File: src/rtl/tcf_pkg.sv
// Package for the tilt complementary filter core: widths, register indexes,
// fixed-point scaling constants and the CORDIC arctangent table.
// Used by tilt_complementary_filter_core; depends on nothing else.
package tcf_pkg;

    // Algorithm constants
    localparam int CORDIC_STEPS   = 16;   // range 8 to 24
    localparam int ROLL_FRAC_BITS = 12;   // range 6 to 16

    // Field widths
    localparam int GYRO_W    = 17;
    localparam int ACCEL_W   = 16;
    localparam int ROLL_W    = 21;
    localparam int SPEED_W   = 7;
    localparam int WEIGHT_W  = 16;
    localparam int BAND_W    = 20;
    localparam int IN_DATA_W  = 72;
    localparam int OUT_DATA_W = 32;

    // Configuration port
    localparam int CFG_IDX_W  = 3;
    localparam int CFG_DATA_W = 20;
    localparam logic [CFG_IDX_W-1:0] REG_GYRO_WEIGHT  = 3'd0;
    localparam logic [CFG_IDX_W-1:0] REG_ACCEL_WEIGHT = 3'd1;
    localparam logic [CFG_IDX_W-1:0] REG_TIME_STEP    = 3'd2;
    localparam logic [CFG_IDX_W-1:0] REG_DEAD_BAND    = 3'd3;
    localparam logic [CFG_IDX_W-1:0] REG_DRIVE_SPEED  = 3'd4;

    localparam logic [WEIGHT_W-1:0] GYRO_WEIGHT_RST  = 16'd58982;
    localparam logic [WEIGHT_W-1:0] ACCEL_WEIGHT_RST = 16'd6554;
    localparam logic [WEIGHT_W-1:0] TIME_STEP_RST    = 16'd655;
    localparam logic [BAND_W-1:0]   DEAD_BAND_RST    = 20'd4096;
    localparam logic [SPEED_W-1:0]  DRIVE_SPEED_RST  = 7'd40;
    localparam logic [SPEED_W-1:0]  SPEED_MAX        = 7'd100;

    // Shared multiplier: signed 26 x signed 17
    localparam int MUL_A_W = 26;
    localparam int MUL_B_W = 17;
    localparam int PROD_W  = MUL_A_W + MUL_B_W;
    localparam int ACCU_W  = PROD_W + 2;

    // Gyro increment: product has 24 fraction bits
    localparam int GYRO_SHIFT = 24 - ROLL_FRAC_BITS;
    localparam logic signed [PROD_W-1:0] GYRO_HALF = PROD_W'(1) <<< (GYRO_SHIFT - 1);

    // CORDIC angle is degrees Q16
    localparam int Z_W       = 25;
    localparam int ANG_SHIFT = 16 - ROLL_FRAC_BITS;
    localparam logic signed [Z_W-1:0] ANG_HALF =
        (ANG_SHIFT == 0) ? Z_W'(0) : (Z_W'(1) <<< (ANG_SHIFT - 1));

    // Blend result is a Q16 weighted sum
    localparam int BLEND_SHIFT = 16;
    localparam logic signed [ACCU_W-1:0] BLEND_HALF = ACCU_W'(32768);

    // Square root: (ay^2 + az^2) << 16 fits 48 bits, two bits per step
    localparam int SQ_W       = 32;
    localparam int RAD_W      = SQ_W + 16;
    localparam int ROOT_STEPS = RAD_W / 2;
    localparam logic [RAD_W-1:0] ROOT_BIT0 = RAD_W'(1) << (RAD_W - 2);

    // CORDIC vector registers and step counter
    localparam int CX_W       = 27;
    localparam int STEP_W     = $clog2(CORDIC_STEPS);
    localparam int ATAN_IDX_W = 5;

    localparam logic signed [ROLL_W-1:0] ROLL_MAX = {1'b0, {(ROLL_W-1){1'b1}}};
    localparam logic signed [ROLL_W-1:0] ROLL_MIN = {1'b1, {(ROLL_W-1){1'b0}}};

    // atan(2^-i) in degrees, Q16, rounded
    function automatic logic signed [Z_W-1:0] atan_deg_q16(input logic [ATAN_IDX_W-1:0] idx);
        logic signed [Z_W-1:0] val;
        case (idx)
            5'd0:  val = 25'sd2949120;
            5'd1:  val = 25'sd1740967;
            5'd2:  val = 25'sd919879;
            5'd3:  val = 25'sd466945;
            5'd4:  val = 25'sd234379;
            5'd5:  val = 25'sd117304;
            5'd6:  val = 25'sd58666;
            5'd7:  val = 25'sd29335;
            5'd8:  val = 25'sd14668;
            5'd9:  val = 25'sd7334;
            5'd10: val = 25'sd3667;
            5'd11: val = 25'sd1833;
            5'd12: val = 25'sd917;
            5'd13: val = 25'sd458;
            5'd14: val = 25'sd229;
            5'd15: val = 25'sd115;
            5'd16: val = 25'sd57;
            5'd17: val = 25'sd29;
            5'd18: val = 25'sd14;
            5'd19: val = 25'sd7;
            5'd20: val = 25'sd4;
            5'd21: val = 25'sd2;
            5'd22: val = 25'sd1;
            default: val = 25'sd0;
        endcase
        return val;
    endfunction

endpackage

File: src/rtl/tilt_complementary_filter_core.sv
// Tilt complementary filter core: gyro integration, accelerometer roll by
// integer square root and vectoring CORDIC, weighted blend and motor decision.
// Depends on tcf_pkg.
//
//  Channel   Direction  Handshake           Payload
//  s_*       in         s_tvalid/s_tready   s_tdata: gyro_rate, accel_x/y/z
//  m_*       out        m_tvalid/m_tready   m_tdata: roll and motor decision
//  cfg_*     in         cfg_valid/cfg_ready cfg_index, cfg_data
//
// A sample runs through the whole sequence before the next beat can be taken;
// the 24 two-bit steps of the square root and the CORDIC steps dominate its
// duration, and a single 26 x 17 multiplier serves all five products in turn.
// s_tready is high only while the sequencer is idle; a finished result waits in
// the output register, and the next sample may be taken meanwhile. A result that
// finds the output register still full holds the sequencer in its last step.
// Reset is asynchronous, clears the roll and held direction and reloads the registers.

module tilt_complementary_filter_core
(
    input  logic                              clk,
    input  logic                              rst_n,
    input  logic                              s_tvalid,
    output logic                              s_tready,
    // [16:0] gyro_rate, [32:17] accel_x, [48:33] accel_y, [64:49] accel_z,
    // [71:65] zero
    input  logic [tcf_pkg::IN_DATA_W-1:0]     s_tdata,
    output logic                              m_tvalid,
    input  logic                              m_tready,
    // [20:0] roll_angle, [21] motor_enable, [22] direction_forward,
    // [29:23] motor_speed, [31:30] zero
    output logic [tcf_pkg::OUT_DATA_W-1:0]    m_tdata,
    input  logic                              cfg_valid,
    output logic                              cfg_ready,
    input  logic [tcf_pkg::CFG_IDX_W-1:0]     cfg_index,
    input  logic [tcf_pkg::CFG_DATA_W-1:0]    cfg_data
);

    localparam int ST_W = 4;
    localparam logic [ST_W-1:0] S_IDLE  = 4'd0;
    localparam logic [ST_W-1:0] S_SQY   = 4'd1;
    localparam logic [ST_W-1:0] S_SQZ   = 4'd2;
    localparam logic [ST_W-1:0] S_RATE  = 4'd3;
    localparam logic [ST_W-1:0] S_ROOT  = 4'd4;
    localparam logic [ST_W-1:0] S_CINIT = 4'd5;
    localparam logic [ST_W-1:0] S_CORD  = 4'd6;
    localparam logic [ST_W-1:0] S_GMUL  = 4'd7;
    localparam logic [ST_W-1:0] S_AMUL  = 4'd8;
    localparam logic [ST_W-1:0] S_SUM   = 4'd9;
    localparam logic [ST_W-1:0] S_SAT   = 4'd10;

    localparam int A_EXT = tcf_pkg::MUL_A_W - tcf_pkg::ACCEL_W;

    // Control state
    logic [ST_W-1:0]                     state_reg, state_next;
    logic [tcf_pkg::STEP_W-1:0]          cnt_reg, cnt_next;
    logic                                out_valid_reg, out_valid_next;
    logic signed [tcf_pkg::ROLL_W-1:0]   roll_est_reg, roll_est_next;
    logic                                dir_reg, dir_next;
    logic [tcf_pkg::WEIGHT_W-1:0]        gyro_weight_reg, accel_weight_reg, time_step_reg;
    logic [tcf_pkg::BAND_W-1:0]          dead_band_reg;
    logic [tcf_pkg::SPEED_W-1:0]         drive_speed_reg;

    // Datapath registers
    logic signed [tcf_pkg::GYRO_W-1:0]   gyro_reg;
    logic signed [tcf_pkg::ACCEL_W-1:0]  ax_reg, ay_reg, az_reg;
    logic signed [tcf_pkg::PROD_W-1:0]   prod_reg, prod_next;
    logic signed [tcf_pkg::ACCU_W-1:0]   acc_reg, acc_next;
    logic [tcf_pkg::RAD_W-1:0]           rad_reg, rad_next;
    logic [tcf_pkg::RAD_W-1:0]           root_reg, root_next;
    logic [tcf_pkg::RAD_W-1:0]           bit_reg, bit_next;
    logic signed [tcf_pkg::CX_W-1:0]     cx_reg, cx_next, cy_reg, cy_next;
    logic signed [tcf_pkg::Z_W-1:0]      cz_reg, cz_next;
    logic                                zero_reg, zero_next;
    logic signed [tcf_pkg::MUL_A_W-1:0]  gyro_roll_reg, gyro_roll_next;
    logic signed [tcf_pkg::Z_W-1:0]      acc_roll_reg, acc_roll_next;
    logic [tcf_pkg::OUT_DATA_W-1:0]      out_data_reg, out_data_next;

    // Combinational helpers
    logic                                mul_en;
    logic signed [tcf_pkg::MUL_A_W-1:0]  mul_a;
    logic signed [tcf_pkg::MUL_B_W-1:0]  mul_b;
    logic signed [tcf_pkg::ACCU_W-1:0]   prod_ext;
    logic signed [tcf_pkg::ACCU_W-1:0]   sq_sum;
    logic [tcf_pkg::RAD_W:0]             trial;
    logic signed [tcf_pkg::PROD_W-1:0]   inc_full;
    logic signed [tcf_pkg::CX_W-1:0]     ax_ext, dx, dy;
    logic signed [tcf_pkg::Z_W-1:0]      atan_val, ang_round;
    logic signed [tcf_pkg::ACCU_W-1:0]   blend_sh;
    logic signed [tcf_pkg::ROLL_W-1:0]   roll_sat;
    logic signed [tcf_pkg::ROLL_W:0]     roll_ext, band_pos, band_neg;
    logic                                above, below, enable;
    logic [tcf_pkg::SPEED_W-1:0]         speed_lim, speed;
    logic                                out_free;

    assign s_tready  = (state_reg == S_IDLE);
    assign cfg_ready = 1'b1;
    assign m_tvalid  = out_valid_reg;
    assign m_tdata   = out_data_reg;
    assign out_free  = !out_valid_reg || m_tready;

    // Shared multiplier operand selection
    always_comb
    begin
        mul_en = 1'b1;
        mul_a  = '0;
        mul_b  = '0;
        unique case (state_reg)
            S_SQY:
            begin
                mul_a = {{A_EXT{ay_reg[tcf_pkg::ACCEL_W-1]}}, ay_reg};
                mul_b = {ay_reg[tcf_pkg::ACCEL_W-1], ay_reg};
            end
            S_SQZ:
            begin
                mul_a = {{A_EXT{az_reg[tcf_pkg::ACCEL_W-1]}}, az_reg};
                mul_b = {az_reg[tcf_pkg::ACCEL_W-1], az_reg};
            end
            S_RATE:
            begin
                mul_a = {{(tcf_pkg::MUL_A_W-tcf_pkg::GYRO_W){gyro_reg[tcf_pkg::GYRO_W-1]}},
                         gyro_reg};
                mul_b = {1'b0, time_step_reg};
            end
            S_GMUL:
            begin
                mul_a = gyro_roll_reg;
                mul_b = {1'b0, gyro_weight_reg};
            end
            S_AMUL:
            begin
                mul_a = {{(tcf_pkg::MUL_A_W-tcf_pkg::Z_W){acc_roll_reg[tcf_pkg::Z_W-1]}},
                         acc_roll_reg};
                mul_b = {1'b0, accel_weight_reg};
            end
            default:
            begin
                mul_en = 1'b0;
            end
        endcase
    end

    assign prod_next = mul_en ? (mul_a * mul_b) : prod_reg;
    assign prod_ext  = {{(tcf_pkg::ACCU_W-tcf_pkg::PROD_W){prod_reg[tcf_pkg::PROD_W-1]}},
                        prod_reg};
    assign sq_sum    = acc_reg + prod_ext;

    // Gyro increment, rounded half up
    assign inc_full  = (prod_reg + tcf_pkg::GYRO_HALF) >>> tcf_pkg::GYRO_SHIFT;

    // Square root trial subtraction
    assign trial     = {1'b0, root_reg} + {1'b0, bit_reg};

    // CORDIC shifts and angle lookup
    assign ax_ext    = {{(tcf_pkg::CX_W-tcf_pkg::ACCEL_W){ax_reg[tcf_pkg::ACCEL_W-1]}}, ax_reg};
    assign dx        = cy_reg >>> cnt_reg;
    assign dy        = cx_reg >>> cnt_reg;
    assign atan_val  = tcf_pkg::atan_deg_q16(tcf_pkg::ATAN_IDX_W'(cnt_reg));
    assign ang_round = (cz_reg + tcf_pkg::ANG_HALF) >>> tcf_pkg::ANG_SHIFT;

    // Blend scaling, saturation and dead band
    assign blend_sh  = acc_reg >>> tcf_pkg::BLEND_SHIFT;
    always_comb
    begin
        if (blend_sh > $signed({{(tcf_pkg::ACCU_W-tcf_pkg::ROLL_W){1'b0}}, tcf_pkg::ROLL_MAX}))
        begin
            roll_sat = tcf_pkg::ROLL_MAX;
        end
        else if (blend_sh < $signed({{(tcf_pkg::ACCU_W-tcf_pkg::ROLL_W){1'b1}},
                                     tcf_pkg::ROLL_MIN}))
        begin
            roll_sat = tcf_pkg::ROLL_MIN;
        end
        else
        begin
            roll_sat = blend_sh[tcf_pkg::ROLL_W-1:0];
        end
    end

    assign roll_ext  = {roll_sat[tcf_pkg::ROLL_W-1], roll_sat};
    assign band_pos  = {{(tcf_pkg::ROLL_W+1-tcf_pkg::BAND_W){1'b0}}, dead_band_reg};
    assign band_neg  = -band_pos;
    assign above     = roll_ext > band_pos;
    assign below     = roll_ext < band_neg;
    assign enable    = above || below;
    assign speed_lim = (drive_speed_reg > tcf_pkg::SPEED_MAX) ? tcf_pkg::SPEED_MAX
                                                              : drive_speed_reg;
    assign speed     = enable ? speed_lim : '0;

    // Sequencer
    always_comb
    begin
        state_next     = state_reg;
        cnt_next       = cnt_reg;
        out_valid_next = out_valid_reg && !m_tready;
        roll_est_next  = roll_est_reg;
        dir_next       = dir_reg;
        acc_next       = acc_reg;
        rad_next       = rad_reg;
        root_next      = root_reg;
        bit_next       = bit_reg;
        cx_next        = cx_reg;
        cy_next        = cy_reg;
        cz_next        = cz_reg;
        zero_next      = zero_reg;
        gyro_roll_next = gyro_roll_reg;
        acc_roll_next  = acc_roll_reg;
        out_data_next  = out_data_reg;
        unique case (state_reg)
            S_IDLE:
            begin
                if (s_tvalid)
                begin
                    state_next = S_SQY;
                end
            end
            S_SQY:
            begin
                state_next = S_SQZ;
            end
            S_SQZ:
            begin
                acc_next   = prod_ext;
                state_next = S_RATE;
            end
            S_RATE:
            begin
                rad_next   = {sq_sum[tcf_pkg::SQ_W-1:0], 16'b0};
                root_next  = '0;
                bit_next   = tcf_pkg::ROOT_BIT0;
                state_next = S_ROOT;
            end
            S_ROOT:
            begin
                if (rad_reg >= trial[tcf_pkg::RAD_W-1:0])
                begin
                    rad_next  = rad_reg - trial[tcf_pkg::RAD_W-1:0];
                    root_next = (root_reg >> 1) + bit_reg;
                end
                else
                begin
                    root_next = root_reg >> 1;
                end
                bit_next = bit_reg >> 2;
                if (bit_reg[0])
                begin
                    state_next = S_CINIT;
                end
            end
            S_CINIT:
            begin
                // The root is below 2^24, so it enters as a positive x.
                cx_next        = root_reg[tcf_pkg::CX_W-1:0];
                cy_next        = (tcf_pkg::CX_W'(0) - ax_ext) <<< 8;
                cz_next        = '0;
                zero_next      = (root_reg == '0) && (ax_reg == '0);
                gyro_roll_next = {{(tcf_pkg::MUL_A_W-tcf_pkg::ROLL_W){roll_est_reg[tcf_pkg::ROLL_W-1]}},
                                  roll_est_reg} + inc_full[tcf_pkg::MUL_A_W-1:0];
                cnt_next       = '0;
                state_next     = S_CORD;
            end
            S_CORD:
            begin
                // Vectoring: rotate toward y = 0, negative when y is not negative.
                if (!cy_reg[tcf_pkg::CX_W-1])
                begin
                    cx_next = cx_reg + dx;
                    cy_next = cy_reg - dy;
                    cz_next = cz_reg + atan_val;
                end
                else
                begin
                    cx_next = cx_reg - dx;
                    cy_next = cy_reg + dy;
                    cz_next = cz_reg - atan_val;
                end
                cnt_next = cnt_reg + 1'b1;
                if (cnt_reg == tcf_pkg::STEP_W'(tcf_pkg::CORDIC_STEPS - 1))
                begin
                    state_next = S_GMUL;
                end
            end
            S_GMUL:
            begin
                // With no acceleration at all the accelerometer roll is zero.
                acc_roll_next = zero_reg ? '0 : ang_round;
                state_next    = S_AMUL;
            end
            S_AMUL:
            begin
                acc_next   = prod_ext;
                state_next = S_SUM;
            end
            S_SUM:
            begin
                acc_next   = acc_reg + prod_ext + tcf_pkg::BLEND_HALF;
                state_next = S_SAT;
            end
            S_SAT:
            begin
                if (out_free)
                begin
                    roll_est_next  = roll_sat;
                    if (above)
                    begin
                        dir_next = 1'b1;
                    end
                    else if (below)
                    begin
                        dir_next = 1'b0;
                    end
                    out_data_next  = {2'b00, speed, (above || (dir_reg && !below)),
                                      enable, roll_sat};
                    out_valid_next = 1'b1;
                    state_next     = S_IDLE;
                end
            end
            default:
            begin
                state_next = S_IDLE;
            end
        endcase
    end

    always_ff @(posedge clk or negedge rst_n)
    begin
        if (!rst_n)
        begin
            state_reg        <= S_IDLE;
            cnt_reg          <= '0;
            out_valid_reg    <= 1'b0;
            roll_est_reg     <= '0;
            dir_reg          <= 1'b0;
            gyro_weight_reg  <= tcf_pkg::GYRO_WEIGHT_RST;
            accel_weight_reg <= tcf_pkg::ACCEL_WEIGHT_RST;
            time_step_reg    <= tcf_pkg::TIME_STEP_RST;
            dead_band_reg    <= tcf_pkg::DEAD_BAND_RST;
            drive_speed_reg  <= tcf_pkg::DRIVE_SPEED_RST;
        end
        else
        begin
            state_reg     <= state_next;
            cnt_reg       <= cnt_next;
            out_valid_reg <= out_valid_next;
            roll_est_reg  <= roll_est_next;
            dir_reg       <= dir_next;
            if (cfg_valid && cfg_ready)
            begin
                unique case (cfg_index)
                    tcf_pkg::REG_GYRO_WEIGHT:  gyro_weight_reg  <= cfg_data[tcf_pkg::WEIGHT_W-1:0];
                    tcf_pkg::REG_ACCEL_WEIGHT: accel_weight_reg <= cfg_data[tcf_pkg::WEIGHT_W-1:0];
                    tcf_pkg::REG_TIME_STEP:    time_step_reg    <= cfg_data[tcf_pkg::WEIGHT_W-1:0];
                    tcf_pkg::REG_DEAD_BAND:    dead_band_reg    <= cfg_data[tcf_pkg::BAND_W-1:0];
                    tcf_pkg::REG_DRIVE_SPEED:  drive_speed_reg  <= cfg_data[tcf_pkg::SPEED_W-1:0];
                    default:
                    begin
                    end
                endcase
            end
        end
    end

    // Payload registers
    always_ff @(posedge clk)
    begin
        if (s_tvalid && s_tready)
        begin
            gyro_reg <= s_tdata[16:0];
            ax_reg   <= s_tdata[32:17];
            ay_reg   <= s_tdata[48:33];
            az_reg   <= s_tdata[64:49];
        end
        prod_reg      <= prod_next;
        acc_reg       <= acc_next;
        rad_reg       <= rad_next;
        root_reg      <= root_next;
        bit_reg       <= bit_next;
        cx_reg        <= cx_next;
        cy_reg        <= cy_next;
        cz_reg        <= cz_next;
        zero_reg      <= zero_next;
        gyro_roll_reg <= gyro_roll_next;
        acc_roll_reg  <= acc_roll_next;
        out_data_reg  <= out_data_next;
    end

    // A sample beat starts the sequence, so the core stops taking beats.
    a_busy_after_beat: assert property (@(posedge clk) disable iff (!rst_n)
        (s_tvalid && s_tready) |=> !s_tready)
        else $error("core still ready after taking a sample beat");

    // During the square root the trial bit is a single bit.
    a_root_bit_onehot: assert property (@(posedge clk) disable iff (!rst_n)
        (state_reg == S_ROOT) |-> $onehot(bit_reg))
        else $error("square root trial bit is not one-hot");

    // The CORDIC step counter never passes the last step.
    a_cordic_steps: assert property (@(posedge clk) disable iff (!rst_n)
        (state_reg == S_CORD) |-> (cnt_reg <= tcf_pkg::STEP_W'(tcf_pkg::CORDIC_STEPS - 1)))
        else $error("CORDIC step counter out of range");

    // A finished result waits while the output register is still full.
    a_hold_on_full: assert property (@(posedge clk) disable iff (!rst_n)
        (state_reg == S_SAT && out_valid_reg && !m_tready) |=>
        (state_reg == S_SAT && $stable(roll_est_reg)))
        else $error("result overwrote a beat not yet taken");

    // A stopped motor always reports zero speed.
    a_speed_zero: assert property (@(posedge clk) disable iff (!rst_n)
        (out_valid_reg && !out_data_reg[21]) |-> (out_data_reg[29:23] == '0))
        else $error("motor speed given while motor is stopped");

endmodule

File: config.mk
export PLATFORM = sky130hd
export DESIGN_NAME = tilt_complementary_filter_core
export DESIGN_NICKNAME = d
export VERILOG_FILES = /design/src/rtl/tcf_pkg.sv /design/src/rtl/tilt_complementary_filter_core.sv
export SDC_FILE = /design/constraint.sdc
export NUM_CORES = 2
export LEC_CHECK = 0
export ABC_AREA = 1
export BUFFER_PORTS_ARGS = -buffer_cell sky130_fd_sc_hd__buf_4
export CELL_PAD_IN_SITES_DETAIL_PLACEMENT = 1
export CELL_PAD_IN_SITES_GLOBAL_PLACEMENT = 1
export CORE_ASPECT_RATIO = 1.5
export CORE_MARGIN = 1
export CORE_UTILIZATION = 35
export DETAILED_ROUTE_END_ITERATION = 12
export PLACE_DENSITY_LB_ADDON = 0.05
export SYNTH_ARGS = -nofsm -noshare
export SYNTH_HDL_FRONTEND = slang
export SYNTH_SLANG_ARGS = --single-unit
File: constraint.sdc
create_clock -name clk -period 13.6 [get_ports clk]
set_clock_uncertainty 0.2 [all_clocks]
set_input_delay 0.68 -clock clk [delete_from_list [all_inputs] [get_ports clk]]
set_output_delay 0.68 -clock clk [all_outputs]
set_load 0.01 [all_outputs]
==> flow_metrics.tcl <==
set metrics [dict create \
    cp.required_ns 13.79 \
    relSlewSlack 0.1481 \
    ant_nets 0 \
    grt_pass1_vias 58520 \
    dr.pass1.iters 5 \
    clk_pin_slew_ns 0.07 \
    crit_path_max_fanout 49 \
    arrival_ns 9.79 \
    cts_buffer_depth 3 \
    yosysSeqAreaShare 0.2597 \
    synth_cells 8112 \
    synth_warnings 0 \
    rsz0062_at_grt "false" \
    drive_gt1_frac 0.05654 \
    clock_sinks 536 \
    final_nets 9197 \
    cts_tree "yes" \
    maxCapViolCount 0 \
    cts_resized 0 \
    crit_type "reg2reg" \
    drtIter0Drc 2235 \
    vias_per_cell 5.124 \
    die-area_mm2 0.1733 \
    syn_area_mm2 0.06007 \
    hold_class "in2reg" \
    clk_latency_ns 0.72 \
    wl_per_cell_um 21.25 \
    drcViolationCount 0 \
    instances_no_fill 10560 \
    slew_viol_final 0 \
    final.setup.tns_ns 0 \
    routed-via-count 54110 \
    numPortBuffers 124 \
    ys_types 69 \
    hold_viol 0 \
    antenna_found_initial 10 \
    synth_edf_count 430 \
    worst_slew_pin_slew_ns 1.268 \
    fill_cells 21190 \
    syn-mean-instance-area_um2 7.404 \
    grt_use_total 0.2594 \
    place_congestion 0.9094 \
    areaGrowthSynthToFinish_pct 10.64 \
    fin_crit_sh 0.7063 \
    dieHeight_um 509.4 \
    core_mm2 0.1699 \
    ys_ff_latch 536 \
    grt-ovfl-total 0 \
    final_common_cell "nand2_1" \
    mostFrequentLayoutCells "nand2_1 (2026), inv_1 (1425), nor2_1 (786)" \
    die_x_um 340.2 \
    io_pins 135 \
    initial_core_util 0.3535 \
    setup_viol 0 \
    status "completed" \
    cts.root.buffer_cell "clkbuf_16" \
    async_flop_share 0.1978 \
    h-tree-depth 2 \
    numCtsBuffers 61 \
    grt_pass1_wl_um 344300 \
    multi_input_area_mm2 0.03824 \
    regArea_mm2 0.01560 \
    crit_path_start_kind "flop" \
    postCtsSetupBuffers 0 \
    critPathCaptureType "flop" \
    dp_cells 10380 \
    grt_max_degree 74 \
    fin_crit_ns 9.606 \
    synthFlopType "edfxtp_1" \
    dp_hpwl_um 184200 \
    clock.fmax_mhz 104.1 \
    drt_wl_total_um 224400 \
    std_cell_rows 185 \
]
==> synthesized netlist by cell type, types with 7 or more instances <==
cell type / count / area (um^2)
a211oi_1: 7 / 52.55
a21boi_0: 15 / 112.6
a21o_1: 19 / 142.6
a21oi_1: 442 / 2212
a221oi_1: 15 / 131.4
a22o_1: 33 / 289.0
a31oi_1: 38 / 237.7
and2_1: 16 / 100.1
buf_1: 18 / 67.56
buf_2: 48 / 240.2
buf_6: 8 / 90.09
clkbuf_1: 116 / 435.4
clkinv_1: 10 / 37.54
dfrtp_1: 81 / 2027
dfstp_2: 25 / 656.9
edfxtp_1: 430 / 12910
fa_1: 437 / 8748
ha_1: 401 / 5017
inv_1: 1430 / 5368
inv_2: 12 / 45.04
nand2_1: 2026 / 7605
nand2_2: 10 / 62.56
nand3_1: 357 / 1787
nand3_2: 7 / 70.07
nand3b_1: 19 / 142.6
nand4_1: 106 / 663.1
nor2_1: 794 / 2980
nor2_2: 9 / 56.30
nor3_1: 79 / 395.4
nor3b_1: 8 / 60.06
nor4_1: 35 / 219.0
o211ai_1: 22 / 165.2
o21a_1: 29 / 217.7
o21ai_0: 492 / 2462
o21ai_1: 48 / 240.2
o21ai_2: 19 / 166.4
o21bai_1: 27 / 202.7
o22ai_1: 21 / 131.4
o31ai_1: 15 / 112.6
or2_2: 22 / 137.6
xnor2_1: 103 / 902.1
xor2_1: 200 / 1752
==> final cells by class <==
class                      instances  area share
antenna                            5   0.0001883
clock buffer                      73     0.02474
clock inverter                    43    0.007550
inverter                        1453     0.08216
multi-input combinational       5936      0.5754
sequential                       536      0.2347
tap                             2244     0.04225
timing repair buffer             271     0.03295
==> critical path, stage by stage (launching register included) <==
cell and delay, ns:
dfrtp_1 0.39, inv_1 0.09, nor2_1 0.09, inv_1 0.15, nor2_4 0.46, buf_4 0.62, nand2_1 0.12, nand4_1 0.64
clkinv_1 0.70, nor2_1 0.31, fa_1 0.48, fa_1 0.53, fa_1 0.53, fa_1 0.56, fa_1 0.56, inv_1 0.06
fa_1 0.54, inv_1 0.05, ha_1 0.39, nand2_1 0.14, nor2_1 0.16, inv_1 0.07, nor3_1 0.31, a21oi_1 0.16
o21ai_0 0.38, nand3_1 0.24, o21ai_0 0.25, xor2_1 0.09
==> what timing repair did <==
action / in CTS / in global routing
endpoints found under the setup margin: 0 / 0
hold endpoints to repair: 94 / 0
hold buffers: 62 / 0
==> cells by family (layout without fill, tap and decap cells) <==
kind of cell	Yosys count	after routing	share of synthesized area
compound gates	1272	1272	0.1193
mux	1	1	0.0001667
fa+ha+maj	838	838	0.2292
buf+inv	1651	1840	0.1061
xor+xnor	303	303	0.04418
simple gates	3509	3509	0.2413
flops	536	536	0.2597
other cells	2	18	0.0001250
==> per-stage QoR <==
stage                     hold slack [ns]  setup slack (ns)    util  area, um^2
after floorplan                    0.1844             6.282       -       60110
after global placement             0.2666             4.042  0.3748       63680
after detailed placement           0.2733             3.971  0.3748       63680
after CTS                       0.0002406             3.919  0.3911       66440
after global routing              0.01232             3.298  0.3911       66450
final                             0.03489             3.994  0.3911       66460
==> final timing paths <==
check                           slack [ns]                            start  cells after the start                               to
min in group asynchronous             0.31                            rst_n                      2              dir_reg$_DFFE_PN0P_
worst max register to register        3.99         state_reg[2]$_DFFE_PN0P_                     27           prod_reg[42]$_DFFE_PP_
worst min register to register        0.29  accel_weight_reg[1]$_DFFE_PN1P_                      2  accel_weight_reg[1]$_DFFE_PN1P_
worst max-delay path                  3.99         state_reg[2]$_DFFE_PN0P_                     27           prod_reg[42]$_DFFE_PP_
max in group asynchronous            11.44                            rst_n                      3   gyro_weight_reg[8]$_DFFE_PN0P_
worst min-delay path                  0.03                      s_tdata[10]                      1           gyro_reg[10]$_DFFE_PP_
==> routing by layer <==
metal  GRT usage  wire (um)  vias to the layer above
li1            -          -                    26290
met1      0.2849      88010                    26810
met2      0.5114     122400                      698
met3     0.01685       4314                      315
met4      0.1001       9705                        4
met5           0         26                        -
Power is not shown: default switching activity piles up to over one toggle a cycle in this logic, so the estimate is an artifact.
